File: config.mk
export PLATFORM = sky130hd
export DESIGN_NAME = one_wire_bus_master
export DESIGN_NICKNAME = d
export VERILOG_FILES = /design/src/sv/owbm_pkg.sv /design/src/sv/owbm_front.sv /design/src/sv/owbm_queue.sv /design/src/sv/owbm_back.sv /design/src/sv/one_wire_bus_master.sv
export SDC_FILE = /design/constraint.sdc
export NUM_CORES = 1
export LEC_CHECK = 0
export ABC_AREA = 1
export ABC_CLOCK_PERIOD_IN_PS = 16250
export BUFFER_PORTS_ARGS = -buffer_cell sky130_fd_sc_hd__buf_2
export CORE_MARGIN = 5
export CORE_UTILIZATION = 25
export CTS_BUF_LIST = sky130_fd_sc_hd__clkbuf_4 sky130_fd_sc_hd__clkbuf_8
export CTS_CLUSTER_DIAMETER = 60
export CTS_CLUSTER_SIZE = 20
export DETAILED_ROUTE_END_ITERATION = 8
export HOLD_SLACK_MARGIN = 0.15
export PLACE_DENSITY = 0.49
export SKIP_CTS_REPAIR_TIMING = 1
export SLEW_MARGIN = 20
export SYNTH_ARGS = -nofsm -noshare
export SYNTH_HDL_FRONTEND = slang
export SYNTH_SLANG_ARGS = --single-unit
export TNS_END_PERCENT = 30
File: constraint.sdc
create_clock -name clk -period 16.25 [get_ports clk]
set_input_delay 0.8125 -clock clk [delete_from_list [all_inputs] [get_ports clk]]
set_output_delay 0.8125 -clock clk [all_outputs]
set_load 0.005 [all_outputs]
File: src/sv/owbm_pkg.sv
`timescale 1ns / 1ps
// Shared types, register indexes and the CRC-8 helper of the 1-wire bus master.
// Has no dependencies; every other file of the block imports it.
package owbm_pkg;

  localparam int unsigned NUM_REGS = 7;
  localparam int unsigned REG_BITS = 10;

  localparam logic [2:0] REG_RESET_LOW      = 3'd0;
  localparam logic [2:0] REG_PRESENCE_SAMPLE = 3'd1;
  localparam logic [2:0] REG_RESET_TAIL     = 3'd2;
  localparam logic [2:0] REG_SHORT_LOW      = 3'd3;
  localparam logic [2:0] REG_LONG_LOW       = 3'd4;
  localparam logic [2:0] REG_READ_SAMPLE    = 3'd5;
  localparam logic [2:0] REG_SLOT           = 3'd6;

  localparam logic [REG_BITS-1:0] RESET_LOW_INIT       = 10'd480;
  localparam logic [REG_BITS-1:0] PRESENCE_SAMPLE_INIT = 10'd70;
  localparam logic [REG_BITS-1:0] RESET_TAIL_INIT      = 10'd410;
  localparam logic [REG_BITS-1:0] SHORT_LOW_INIT       = 10'd6;
  localparam logic [REG_BITS-1:0] LONG_LOW_INIT        = 10'd60;
  localparam logic [REG_BITS-1:0] READ_SAMPLE_INIT     = 10'd9;
  localparam logic [REG_BITS-1:0] SLOT_INIT            = 10'd70;

  localparam logic [7:0] CRC_POLY = 8'h8C;

  localparam logic [2:0] KIND_TICK  = 3'd0;
  localparam logic [2:0] KIND_RESET = 3'd1;
  localparam logic [2:0] KIND_WRITE = 3'd2;
  localparam logic [2:0] KIND_READ  = 3'd3;
  localparam logic [2:0] KIND_CLEAR = 3'd4;

  typedef enum logic [2:0] {
    OP_TICK  = 3'd0,
    OP_RESET = 3'd1,
    OP_WRITE = 3'd2,
    OP_READ  = 3'd3,
    OP_CLEAR = 3'd4,
    OP_NONE  = 3'd5
  } op_t;

  typedef enum logic [5:0] {
    PH_IDLE     = 6'b000001,
    PH_RST_LOW  = 6'b000010,
    PH_RST_WAIT = 6'b000100,
    PH_RST_TAIL = 6'b001000,
    PH_WRITE    = 6'b010000,
    PH_READ     = 6'b100000
  } phase_t;

  typedef struct packed {
    logic [2:0] kind;
    logic [7:0] data_byte;
    logic       line_level;
  } in_item_t;

  typedef struct packed {
    logic       drive_low;
    logic       busy_res;
    logic       done_res;
    logic       presence;
    logic [7:0] read_byte;
    logic [7:0] crc_value;
    logic       crc_zero;
  } out_item_t;

  typedef struct packed {
    op_t        op;
    logic [7:0] data_byte;
    logic       line_level;
  } cmd_t;

  typedef struct packed {
    logic [REG_BITS-1:0] reset_low_ticks;
    logic [REG_BITS-1:0] presence_sample_ticks;
    logic [REG_BITS-1:0] reset_tail_ticks;
    logic [REG_BITS-1:0] short_low_ticks;
    logic [REG_BITS-1:0] long_low_ticks;
    logic [REG_BITS-1:0] read_sample_ticks;
    logic [REG_BITS-1:0] slot_ticks;
  } cfg_regs_t;

  typedef struct packed {
    logic full;
    logic empty;
  } queue_status_t;

  function automatic logic [7:0] crc8_byte(input logic [7:0] crc_in, input logic [7:0] data);
    logic [7:0] crc;
    logic [7:0] d;
    logic       mix;
    crc = crc_in;
    d   = data;
    for (int k = 0; k < 8; k++) begin
      mix = crc[0] ^ d[0];
      crc = crc >> 1;
      if (mix) begin
        crc = crc ^ CRC_POLY;
      end
      d = d >> 1;
    end
    return crc;
  endfunction

endpackage

File: src/sv/owbm_front.sv
`timescale 1ns / 1ps
// Front end: accepts input items and classifies them into queue commands.
// Depends on owbm_pkg.
module owbm_front (
  input  logic                     in_valid,
  output logic                     in_stall,
  input  owbm_pkg::in_item_t       in_item,
  input  owbm_pkg::queue_status_t  q_status,
  output logic                     push,
  output owbm_pkg::cmd_t           push_cmd
);
  import owbm_pkg::*;

  op_t op;

  always_comb begin
    unique case (in_item.kind)
      KIND_TICK:  op = OP_TICK;
      KIND_RESET: op = OP_RESET;
      KIND_WRITE: op = OP_WRITE;
      KIND_READ:  op = OP_READ;
      KIND_CLEAR: op = OP_CLEAR;
      default:    op = OP_NONE;
    endcase
  end

  assign in_stall            = q_status.full;
  assign push                = in_valid && !q_status.full;
  assign push_cmd.op         = op;
  assign push_cmd.data_byte  = in_item.data_byte;
  assign push_cmd.line_level = in_item.line_level;

endmodule

File: src/sv/owbm_queue.sv
`timescale 1ns / 1ps
// Two-entry command queue between the front end and the bus sequencer.
// Depends on owbm_pkg.
module owbm_queue (
  input  logic                     clk,
  input  logic                     rst,
  input  logic                     push,
  input  owbm_pkg::cmd_t           push_cmd,
  input  logic                     pop,
  output owbm_pkg::cmd_t           head,
  output owbm_pkg::queue_status_t  status
);
  import owbm_pkg::*;

  cmd_t       entries [2];
  logic       wr_ptr;
  logic       rd_ptr;
  logic [1:0] count;

  always_ff @(posedge clk) begin
    if (rst) begin
      wr_ptr <= 1'b0;
      rd_ptr <= 1'b0;
      count  <= 2'd0;
    end else begin
      if (push) begin
        wr_ptr <= ~wr_ptr;
      end
      if (pop) begin
        rd_ptr <= ~rd_ptr;
      end
      count <= count + {1'b0, push} - {1'b0, pop};
    end
  end

  always_ff @(posedge clk) begin
    if (push) begin
      entries[wr_ptr] <= push_cmd;
    end
  end

  assign head         = entries[rd_ptr];
  assign status.full  = (count == 2'd2);
  assign status.empty = (count == 2'd0);

  assert property (@(posedge clk) disable iff (rst) status.full |-> !push)
    else $error("queue written while full");
  assert property (@(posedge clk) disable iff (rst) status.empty |-> !pop)
    else $error("queue read while empty");
  assert property (@(posedge clk) disable iff (rst) count <= 2'd2)
    else $error("queue count out of range");

endmodule

File: src/sv/owbm_back.sv
`timescale 1ns / 1ps
// Bus sequencer: runs reset, write and read slots one command per cycle
// unless stalled, and registers the result item. Depends on owbm_pkg.
module owbm_back #(
  parameter int TICK_COUNT_BITS = 10
) (
  input  logic                     clk,
  input  logic                     rst,
  input  owbm_pkg::cfg_regs_t      cfg,
  input  owbm_pkg::cmd_t           head,
  input  owbm_pkg::queue_status_t  q_status,
  output logic                     pop,
  output logic                     out_valid,
  input  logic                     out_stall,
  output owbm_pkg::out_item_t      out_item
);
  import owbm_pkg::*;

  localparam int CW = (TICK_COUNT_BITS > 11) ? TICK_COUNT_BITS : 11;
  localparam logic [TICK_COUNT_BITS-1:0] CNT_MAX = {TICK_COUNT_BITS{1'b1}};

  phase_t                     phase, phase_next;
  logic [TICK_COUNT_BITS-1:0] tick_count, tick_count_next, cnt_inc;
  logic [2:0]                 bit_index, bit_index_next;
  logic [7:0]                 shift_byte, shift_byte_next;
  logic [7:0]                 crc_accum, crc_accum_next;
  logic                       presence_flag, presence_flag_next;
  logic [7:0]                 last_read, last_read_next;
  logic                       done, drive;
  logic [CW-1:0]              cnt_ext, slot_len, sample_sum, sample_pt, low_len;
  logic                       slot_end, sample_now;

  function automatic logic reached(input logic [CW-1:0] cnt, input logic [REG_BITS-1:0] len,
                                   input logic at_max);
    logic [CW-1:0] l;
    l = (len == '0) ? CW'(1) : CW'(len);
    return (cnt >= l) || at_max;
  endfunction

  assign pop     = !q_status.empty && (!out_valid || !out_stall);
  assign cnt_inc = (tick_count == CNT_MAX) ? tick_count : tick_count + 1'b1;
  assign cnt_ext = CW'(cnt_inc);

  assign slot_len   = (cfg.slot_ticks == '0) ? CW'(1) : CW'(cfg.slot_ticks);
  assign sample_sum = CW'(cfg.short_low_ticks) + CW'(cfg.read_sample_ticks);
  assign sample_pt  = (sample_sum > slot_len) ? slot_len :
                      ((sample_sum == '0) ? CW'(1) : sample_sum);
  assign slot_end   = reached(cnt_ext, cfg.slot_ticks, cnt_inc == CNT_MAX);
  assign sample_now = (cnt_ext == sample_pt) || (slot_end && (cnt_ext < sample_pt));

  always_comb begin
    phase_next         = phase;
    tick_count_next    = tick_count;
    bit_index_next     = bit_index;
    shift_byte_next    = shift_byte;
    crc_accum_next     = crc_accum;
    presence_flag_next = presence_flag;
    last_read_next     = last_read;
    done               = 1'b0;
    if (phase == PH_IDLE) begin
      case (head.op)
        OP_RESET: begin
          phase_next         = PH_RST_LOW;
          tick_count_next    = '0;
          presence_flag_next = 1'b0;
          crc_accum_next     = '0;
        end
        OP_WRITE: begin
          phase_next      = PH_WRITE;
          tick_count_next = '0;
          bit_index_next  = '0;
          shift_byte_next = head.data_byte;
        end
        OP_READ: begin
          phase_next      = PH_READ;
          tick_count_next = '0;
          bit_index_next  = '0;
          shift_byte_next = '0;
        end
        OP_CLEAR: crc_accum_next = '0;
        default: ;
      endcase
    end else if (head.op == OP_TICK) begin
      tick_count_next = cnt_inc;
      unique case (phase)
        PH_RST_LOW: begin
          if (reached(cnt_ext, cfg.reset_low_ticks, cnt_inc == CNT_MAX)) begin
            phase_next      = PH_RST_WAIT;
            tick_count_next = '0;
          end
        end
        PH_RST_WAIT: begin
          if (reached(cnt_ext, cfg.presence_sample_ticks, cnt_inc == CNT_MAX)) begin
            presence_flag_next = !head.line_level;
            phase_next         = PH_RST_TAIL;
            tick_count_next    = '0;
          end
        end
        PH_RST_TAIL: begin
          if (reached(cnt_ext, cfg.reset_tail_ticks, cnt_inc == CNT_MAX)) begin
            phase_next      = PH_IDLE;
            tick_count_next = '0;
            done            = 1'b1;
          end
        end
        default: begin
          if (phase == PH_READ && sample_now) begin
            shift_byte_next = {head.line_level, shift_byte[7:1]};
          end
          if (slot_end) begin
            if (phase == PH_WRITE) begin
              shift_byte_next = shift_byte >> 1;
            end
            bit_index_next  = bit_index + 3'd1;
            tick_count_next = '0;
            if (bit_index_next == 3'd0) begin
              if (phase == PH_READ) begin
                last_read_next = shift_byte_next;
                crc_accum_next = crc8_byte(crc_accum, shift_byte_next);
              end
              phase_next = PH_IDLE;
              done       = 1'b1;
            end
          end
        end
      endcase
    end
  end

  always_comb begin
    low_len = '0;
    if (phase_next == PH_WRITE) begin
      low_len = shift_byte_next[0] ? CW'(cfg.short_low_ticks) : CW'(cfg.long_low_ticks);
    end else if (phase_next == PH_READ) begin
      low_len = CW'(cfg.short_low_ticks);
    end
    drive = (phase_next == PH_RST_LOW) || (CW'(tick_count_next) < low_len);
  end

  always_ff @(posedge clk) begin
    if (rst) begin
      phase         <= PH_IDLE;
      tick_count    <= '0;
      bit_index     <= '0;
      shift_byte    <= '0;
      crc_accum     <= '0;
      presence_flag <= 1'b0;
      last_read     <= '0;
      out_valid     <= 1'b0;
    end else begin
      if (pop) begin
        phase         <= phase_next;
        tick_count    <= tick_count_next;
        bit_index     <= bit_index_next;
        shift_byte    <= shift_byte_next;
        crc_accum     <= crc_accum_next;
        presence_flag <= presence_flag_next;
        last_read     <= last_read_next;
        out_valid     <= 1'b1;
      end else if (!out_stall) begin
        out_valid <= 1'b0;
      end
    end
  end

  always_ff @(posedge clk) begin
    if (pop) begin
      out_item.drive_low <= drive;
      out_item.busy_res  <= (phase_next != PH_IDLE);
      out_item.done_res  <= done;
      out_item.presence  <= presence_flag_next;
      out_item.read_byte <= last_read_next;
      out_item.crc_value <= crc_accum_next;
      out_item.crc_zero  <= (crc_accum_next == 8'd0);
    end
  end

  assert property (@(posedge clk) disable iff (rst)
    out_valid && out_item.done_res |-> !out_item.busy_res)
    else $error("done reported while still busy");
  assert property (@(posedge clk) disable iff (rst)
    out_valid && out_item.drive_low |-> out_item.busy_res)
    else $error("bus driven low while idle");
  assert property (@(posedge clk) disable iff (rst)
    phase == PH_IDLE |-> tick_count == '0)
    else $error("tick counter not cleared in idle");
  assert property (@(posedge clk) disable iff (rst)
    out_valid && out_stall |=> out_valid && $stable(out_item))
    else $error("held result changed under stall");

endmodule

File: src/sv/one_wire_bus_master.sv
`timescale 1ns / 1ps
// Top level of the 1-wire bus master with CRC-8 over received bytes.
// Depends on owbm_pkg, owbm_front, owbm_queue and owbm_back.
//
// Each input item is one microsecond tick or one command, and each gives
// exactly one result item. An input item is taken every clock cycle while the
// two-entry command queue has room, and the sequencer retires one item per
// cycle while the result register is free or being taken, so the sustained
// rate is one item per clock. An item's result is presented once the item
// has passed through the command queue and the result register, and it
// can be taken at the following edge. Configuration registers may be written
// whenever no accepted item is still waiting for its result; cfg_ready is
// always high and writes to indexes past the last register are dropped.
module one_wire_bus_master #(
  parameter int TICK_COUNT_BITS = 10
) (
  input  logic                                 clk,
  input  logic                                 rst,
  input  logic                                 in_valid,
  output logic                                 in_stall,
  input  owbm_pkg::in_item_t                   in_item,
  output logic                                 out_valid,
  input  logic                                 out_stall,
  output owbm_pkg::out_item_t                  out_item,
  input  logic                                 cfg_valid,
  output logic                                 cfg_ready,
  input  logic [2:0]                           cfg_index,
  input  logic [owbm_pkg::REG_BITS-1:0]        cfg_data
);
  import owbm_pkg::*;

  cfg_regs_t     cfg;
  cmd_t          push_cmd, head;
  logic          push, pop;
  queue_status_t q_status;

  assign cfg_ready = 1'b1;

  always_ff @(posedge clk) begin
    if (rst) begin
      cfg.reset_low_ticks       <= RESET_LOW_INIT;
      cfg.presence_sample_ticks <= PRESENCE_SAMPLE_INIT;
      cfg.reset_tail_ticks      <= RESET_TAIL_INIT;
      cfg.short_low_ticks       <= SHORT_LOW_INIT;
      cfg.long_low_ticks        <= LONG_LOW_INIT;
      cfg.read_sample_ticks     <= READ_SAMPLE_INIT;
      cfg.slot_ticks            <= SLOT_INIT;
    end else if (cfg_valid && cfg_ready) begin
      unique case (cfg_index)
        REG_RESET_LOW:       cfg.reset_low_ticks       <= cfg_data;
        REG_PRESENCE_SAMPLE: cfg.presence_sample_ticks <= cfg_data;
        REG_RESET_TAIL:      cfg.reset_tail_ticks      <= cfg_data;
        REG_SHORT_LOW:       cfg.short_low_ticks       <= cfg_data;
        REG_LONG_LOW:        cfg.long_low_ticks        <= cfg_data;
        REG_READ_SAMPLE:     cfg.read_sample_ticks     <= cfg_data;
        REG_SLOT:            cfg.slot_ticks            <= cfg_data;
        default: ;
      endcase
    end
  end

  owbm_front u_front (
    .in_valid (in_valid),
    .in_stall (in_stall),
    .in_item  (in_item),
    .q_status (q_status),
    .push     (push),
    .push_cmd (push_cmd)
  );

  owbm_queue u_queue (
    .clk      (clk),
    .rst      (rst),
    .push     (push),
    .push_cmd (push_cmd),
    .pop      (pop),
    .head     (head),
    .status   (q_status)
  );

  owbm_back #(
    .TICK_COUNT_BITS (TICK_COUNT_BITS)
  ) u_back (
    .clk       (clk),
    .rst       (rst),
    .cfg       (cfg),
    .head      (head),
    .q_status  (q_status),
    .pop       (pop),
    .out_valid (out_valid),
    .out_stall (out_stall),
    .out_item  (out_item)
  );

endmodule
==> results.json <==
{
  "multi_input_area_mm2": 0.00555,
  "synth_xor_area_frac": 0.0126,
  "slew_viol_final": 0,
  "wl_met1_mm": 14.5,
  "cpMostUsedCell": "nand2_1",
  "vias_per_cell": 4.67,
  "arrival_ns": 7.27,
  "synth.distinct_cells": 56,
  "outcome": "finished, final reports clean",
  "area_delta_synth_final_pct": 11.8,
  "grt_max_degree": 81,
  "worst-path-max-fanout": 13,
  "cts_buffer_depth": 2,
  "clkLatencyLatePin_ns": 0.50,
  "dr_wl_met2_mm": 13.1,
  "htreeDepth": 4,
  "async_flop_share": 0,
  "netlist_area_mm2": 0.0102,
  "synthFlopType": "dfxtp_1",
  "powerDensity_mw_per_mm2": 165,
  "tns_ns": 0,
  "rows": 74,
  "fin_cells": 1980,
  "crit_path_start_kind": "register",
  "synth_adder_area_share": 0.105,
  "routedWlPerCell_um": 14.9,
  "die_y_um": 212,
  "wirelength_mm": 29.6,
  "dr.first_iter.drc_count": 561,
  "die_area_mm2": 0.0450,
  "rsz0062_at_grt": "no",
  "drc_errors": 0,
  "fp.dieW_um": 212,
  "nets": 1549,
  "io_buffer_count": 52,
  "cts_sinks": 165,
  "nFillCells": 4392,
  "cpMaxStageDelayCell": "nor3_2",
  "p_leak_nw": 5.27,
  "ios": 54,
  "drt_pass1_iterations": 5,
  "cts_root_buf": "clkbuf_8",
  "synth_nets": 1509,
  "synth-seq-cells": 165,
  "yosys.area_share.simple": 0.238,
  "cp-end-kind": "register",
  "ff_latch_area_mm2": 0.00375,
  "place_inst": 1947,
  "finalHoldViolCount": 0,
  "clock_skew_ns": 0.0108,
  "dp_hpwl_mm": 21.8,
  "grt_pass1_vias": 8551,
  "route.met3.wl_mm": 1.14,
  "drive_gt1_frac": 0.0926,
  "irDropWorstVdd_uv": 57.7,
  "numCtsBuffers": 17,
  "worstPathRequired_ns": 16.62,
  "grt-ovfl-total": 0,
  "slew_headroom": 0.319,
  "antenna_found_initial": 2,
  "core_area_mm2": 0.0406,
  "muxShareOfSynthArea": 0.00539,
  "synth_compound_area_frac": 0.180,
  "critical_path_class": "reg2reg",
  "cts.clk_slew.worst_paths_ns": 0.10,
  "setup_violations": 0,
  "critPathMaxStageDelay_ns": 0.49,
  "period_share": 0.425,
  "gp_congestion": 0.856,
  "start_util": 0.251,
  "cts_tree": "built",
  "synth_top_family_by_area": "simple AND/OR/NAND/NOR gates",
  "grt_pass1_wl_mm": 47.6,
  "synthesis.instances": 1394,
  "worst_pin_slew_ns": 1.02,
  "drv_cap": 0,
  "period_minus_slack_ns": 6.90,
  "synth_edf_count": 45,
  "grtUsageTotal": 0.133,
  "yosysSeqAreaShare": 0.367,
  "ys.warnings.count": 0,
  "syn_area_per_cell_um2": 7.33,
  "highest_layer": "met4",
  "ant_nets": 0,
  "fmax_ghz": 0.145,
  "dr_total_vias": 9239,
  "hold_class": "reg2reg"
}
[area by class of cell]
cell class,count,area share
multi-input combinational,986,0.486
inverter,203,0.0667
clock buffer,18,0.0211
antenna,1,0.000219
timing repair buffer,61,0.0287
sequential,165,0.329
clock inverter,14,0.0105
tap,532,0.0583
[worst max-delay path, delay by kind of cell (launching register included)]
family	cells	cell delay, ns
adders and majority gates	5	1.50
DFF	1	0.39
AOI/OAI and AO/OA	14	1.96
and+or+nand+nor	19	2.32
xor gates and xnor gates	1	0.23
buffers and inverters	3	0.36
[placed cells by master (no fill, tap or decap), types with 4 or more instances in the layout]
cell type and count:
a21oi_1 111, a22oi_1 10, a31oi_1 11, buf_2 52
buf_4 9, clkbuf_8 17, clkinv_1 5, clkinvlp_4 4
dfxtp_1 120, edfxtp_1 45, ha_1 84, inv_1 197
mux2_2 4, nand2_1 266, nand2_2 10, nand3_1 86
nand3_2 4, nand4_1 24, nor2_1 127, nor2_2 4
nor3_1 5, nor4_1 8, o211ai_1 26, o21ai_0 140
o21ai_1 5, o21bai_1 5, o31ai_1 4, xor2_1 9
[kinds of logic (layout without fill, tap and decap cells)]
logic type / after synthesis / in the layout
AOI/OAI and AO/OA: 331 / 331
xor gates and xnor gates: 13 / 13
adders and majority gates: 85 / 85
buffers and inverters: 243 / 296
DFF: 165 / 165
muxes: 5 / 5
other: 1 / 2
and+or+nand+nor: 551 / 551
[state kept, by name, summed over array words and instances (netlist names), named ones only]
name and cells:
u_back.phase 6, u_back.bit_index 3, u_queue.count 2, u_back.presence_flag 1, u_back.shift_byte 8, u_queue.rd_ptr 1, u_back.tick_count 10, u_back.crc_accum 8
u_queue.wr_ptr 1, u_back.last_read 8, u_queue.entries 24, cfg 70, u_back.out_item 21, u_back.out_valid 1
[power by group]
group	internal [W]	switching, W	total (W)
combinational	0.000325	0.000677	0.00100
sequential	0.000535	0.0000647	0.000600
clock	0.000111	0.000175	0.000286
[per-layer routing]
layer	track usage	vias to the layer above
met1	0.186	4243
li1	-	4790
met2	0.206	162
met4	0.0529	0
met3	0.0214	44
met5	0	-
[stage by stage]
stage,worst slack (ns),instance area [um2],total power (W),hold slack (ns),util
after floorplan,10.29,10200,0.00131,0.426,-
after global placement,9.35,11100,0.00159,0.439,0.272
after detailed placement,9.35,11100,0.00161,0.446,0.272
after CTS,9.31,11400,0.00190,0.459,0.281
after global routing,8.51,11400,0.00208,0.459,0.281
final,9.35,11400,0.00189,0.465,0.281
[synth_stat cells (2+ instances only)]
| master | number | area share |
|---|---|---|
| clkinv_1 | 5 | 0.0018 |
| nand3b_1 | 2 | 0.0015 |
| a21o_1 | 2 | 0.0015 |
| o21ai_1 | 6 | 0.0029 |
| a211oi_1 | 3 | 0.0022 |
| nand4_1 | 24 | 0.015 |
| nor2_1 | 128 | 0.047 |
| nand2_2 | 10 | 0.0061 |
| inv_1 | 197 | 0.072 |
| xor2_1 | 9 | 0.0077 |
| o21bai_1 | 5 | 0.0037 |
| xor2_2 | 2 | 0.0032 |
| o221ai_1 | 2 | 0.0017 |
| edfxtp_1 | 45 | 0.13 |
| o22ai_1 | 3 | 0.0018 |
| ha_1 | 84 | 0.10 |
| o21ai_0 | 140 | 0.069 |
| o211ai_1 | 26 | 0.019 |
| a22oi_1 | 10 | 0.0073 |
| a221oi_1 | 2 | 0.0017 |
| nor2_2 | 3 | 0.0018 |
| nand3_2 | 4 | 0.0039 |
| dfxtp_1 | 120 | 0.24 |
| clkbuf_1 | 34 | 0.012 |
| nor2_4 | 2 | 0.0022 |
| buf_2 | 3 | 0.0015 |
| mux2_2 | 4 | 0.0044 |
| nand3_1 | 86 | 0.042 |
| xnor2_1 | 2 | 0.0017 |
| nand2_4 | 3 | 0.0033 |
| a21oi_1 | 111 | 0.054 |
| nor3_2 | 2 | 0.0020 |
| nand2_1 | 266 | 0.098 |
| nor4_1 | 8 | 0.0049 |
| o31ai_1 | 4 | 0.0029 |
| buf_6 | 2 | 0.0022 |
| a31oi_1 | 11 | 0.0067 |
| nor3_1 | 6 | 0.0029 |
[path summary, 6_finish.rpt]
kind                 from                  end  slack, ns  cells past startpoint
hold reg to reg   cfg[50]              cfg[50]       0.47                      2
setup / recovery  cfg[30]  u_back.out_item[20]       9.35                     42
hold / removal    cfg[50]              cfg[50]       0.47                      2
setup reg to reg  cfg[30]  u_back.out_item[20]       9.35                     42
No activity file was read; power rests on OpenSTA's default activity.
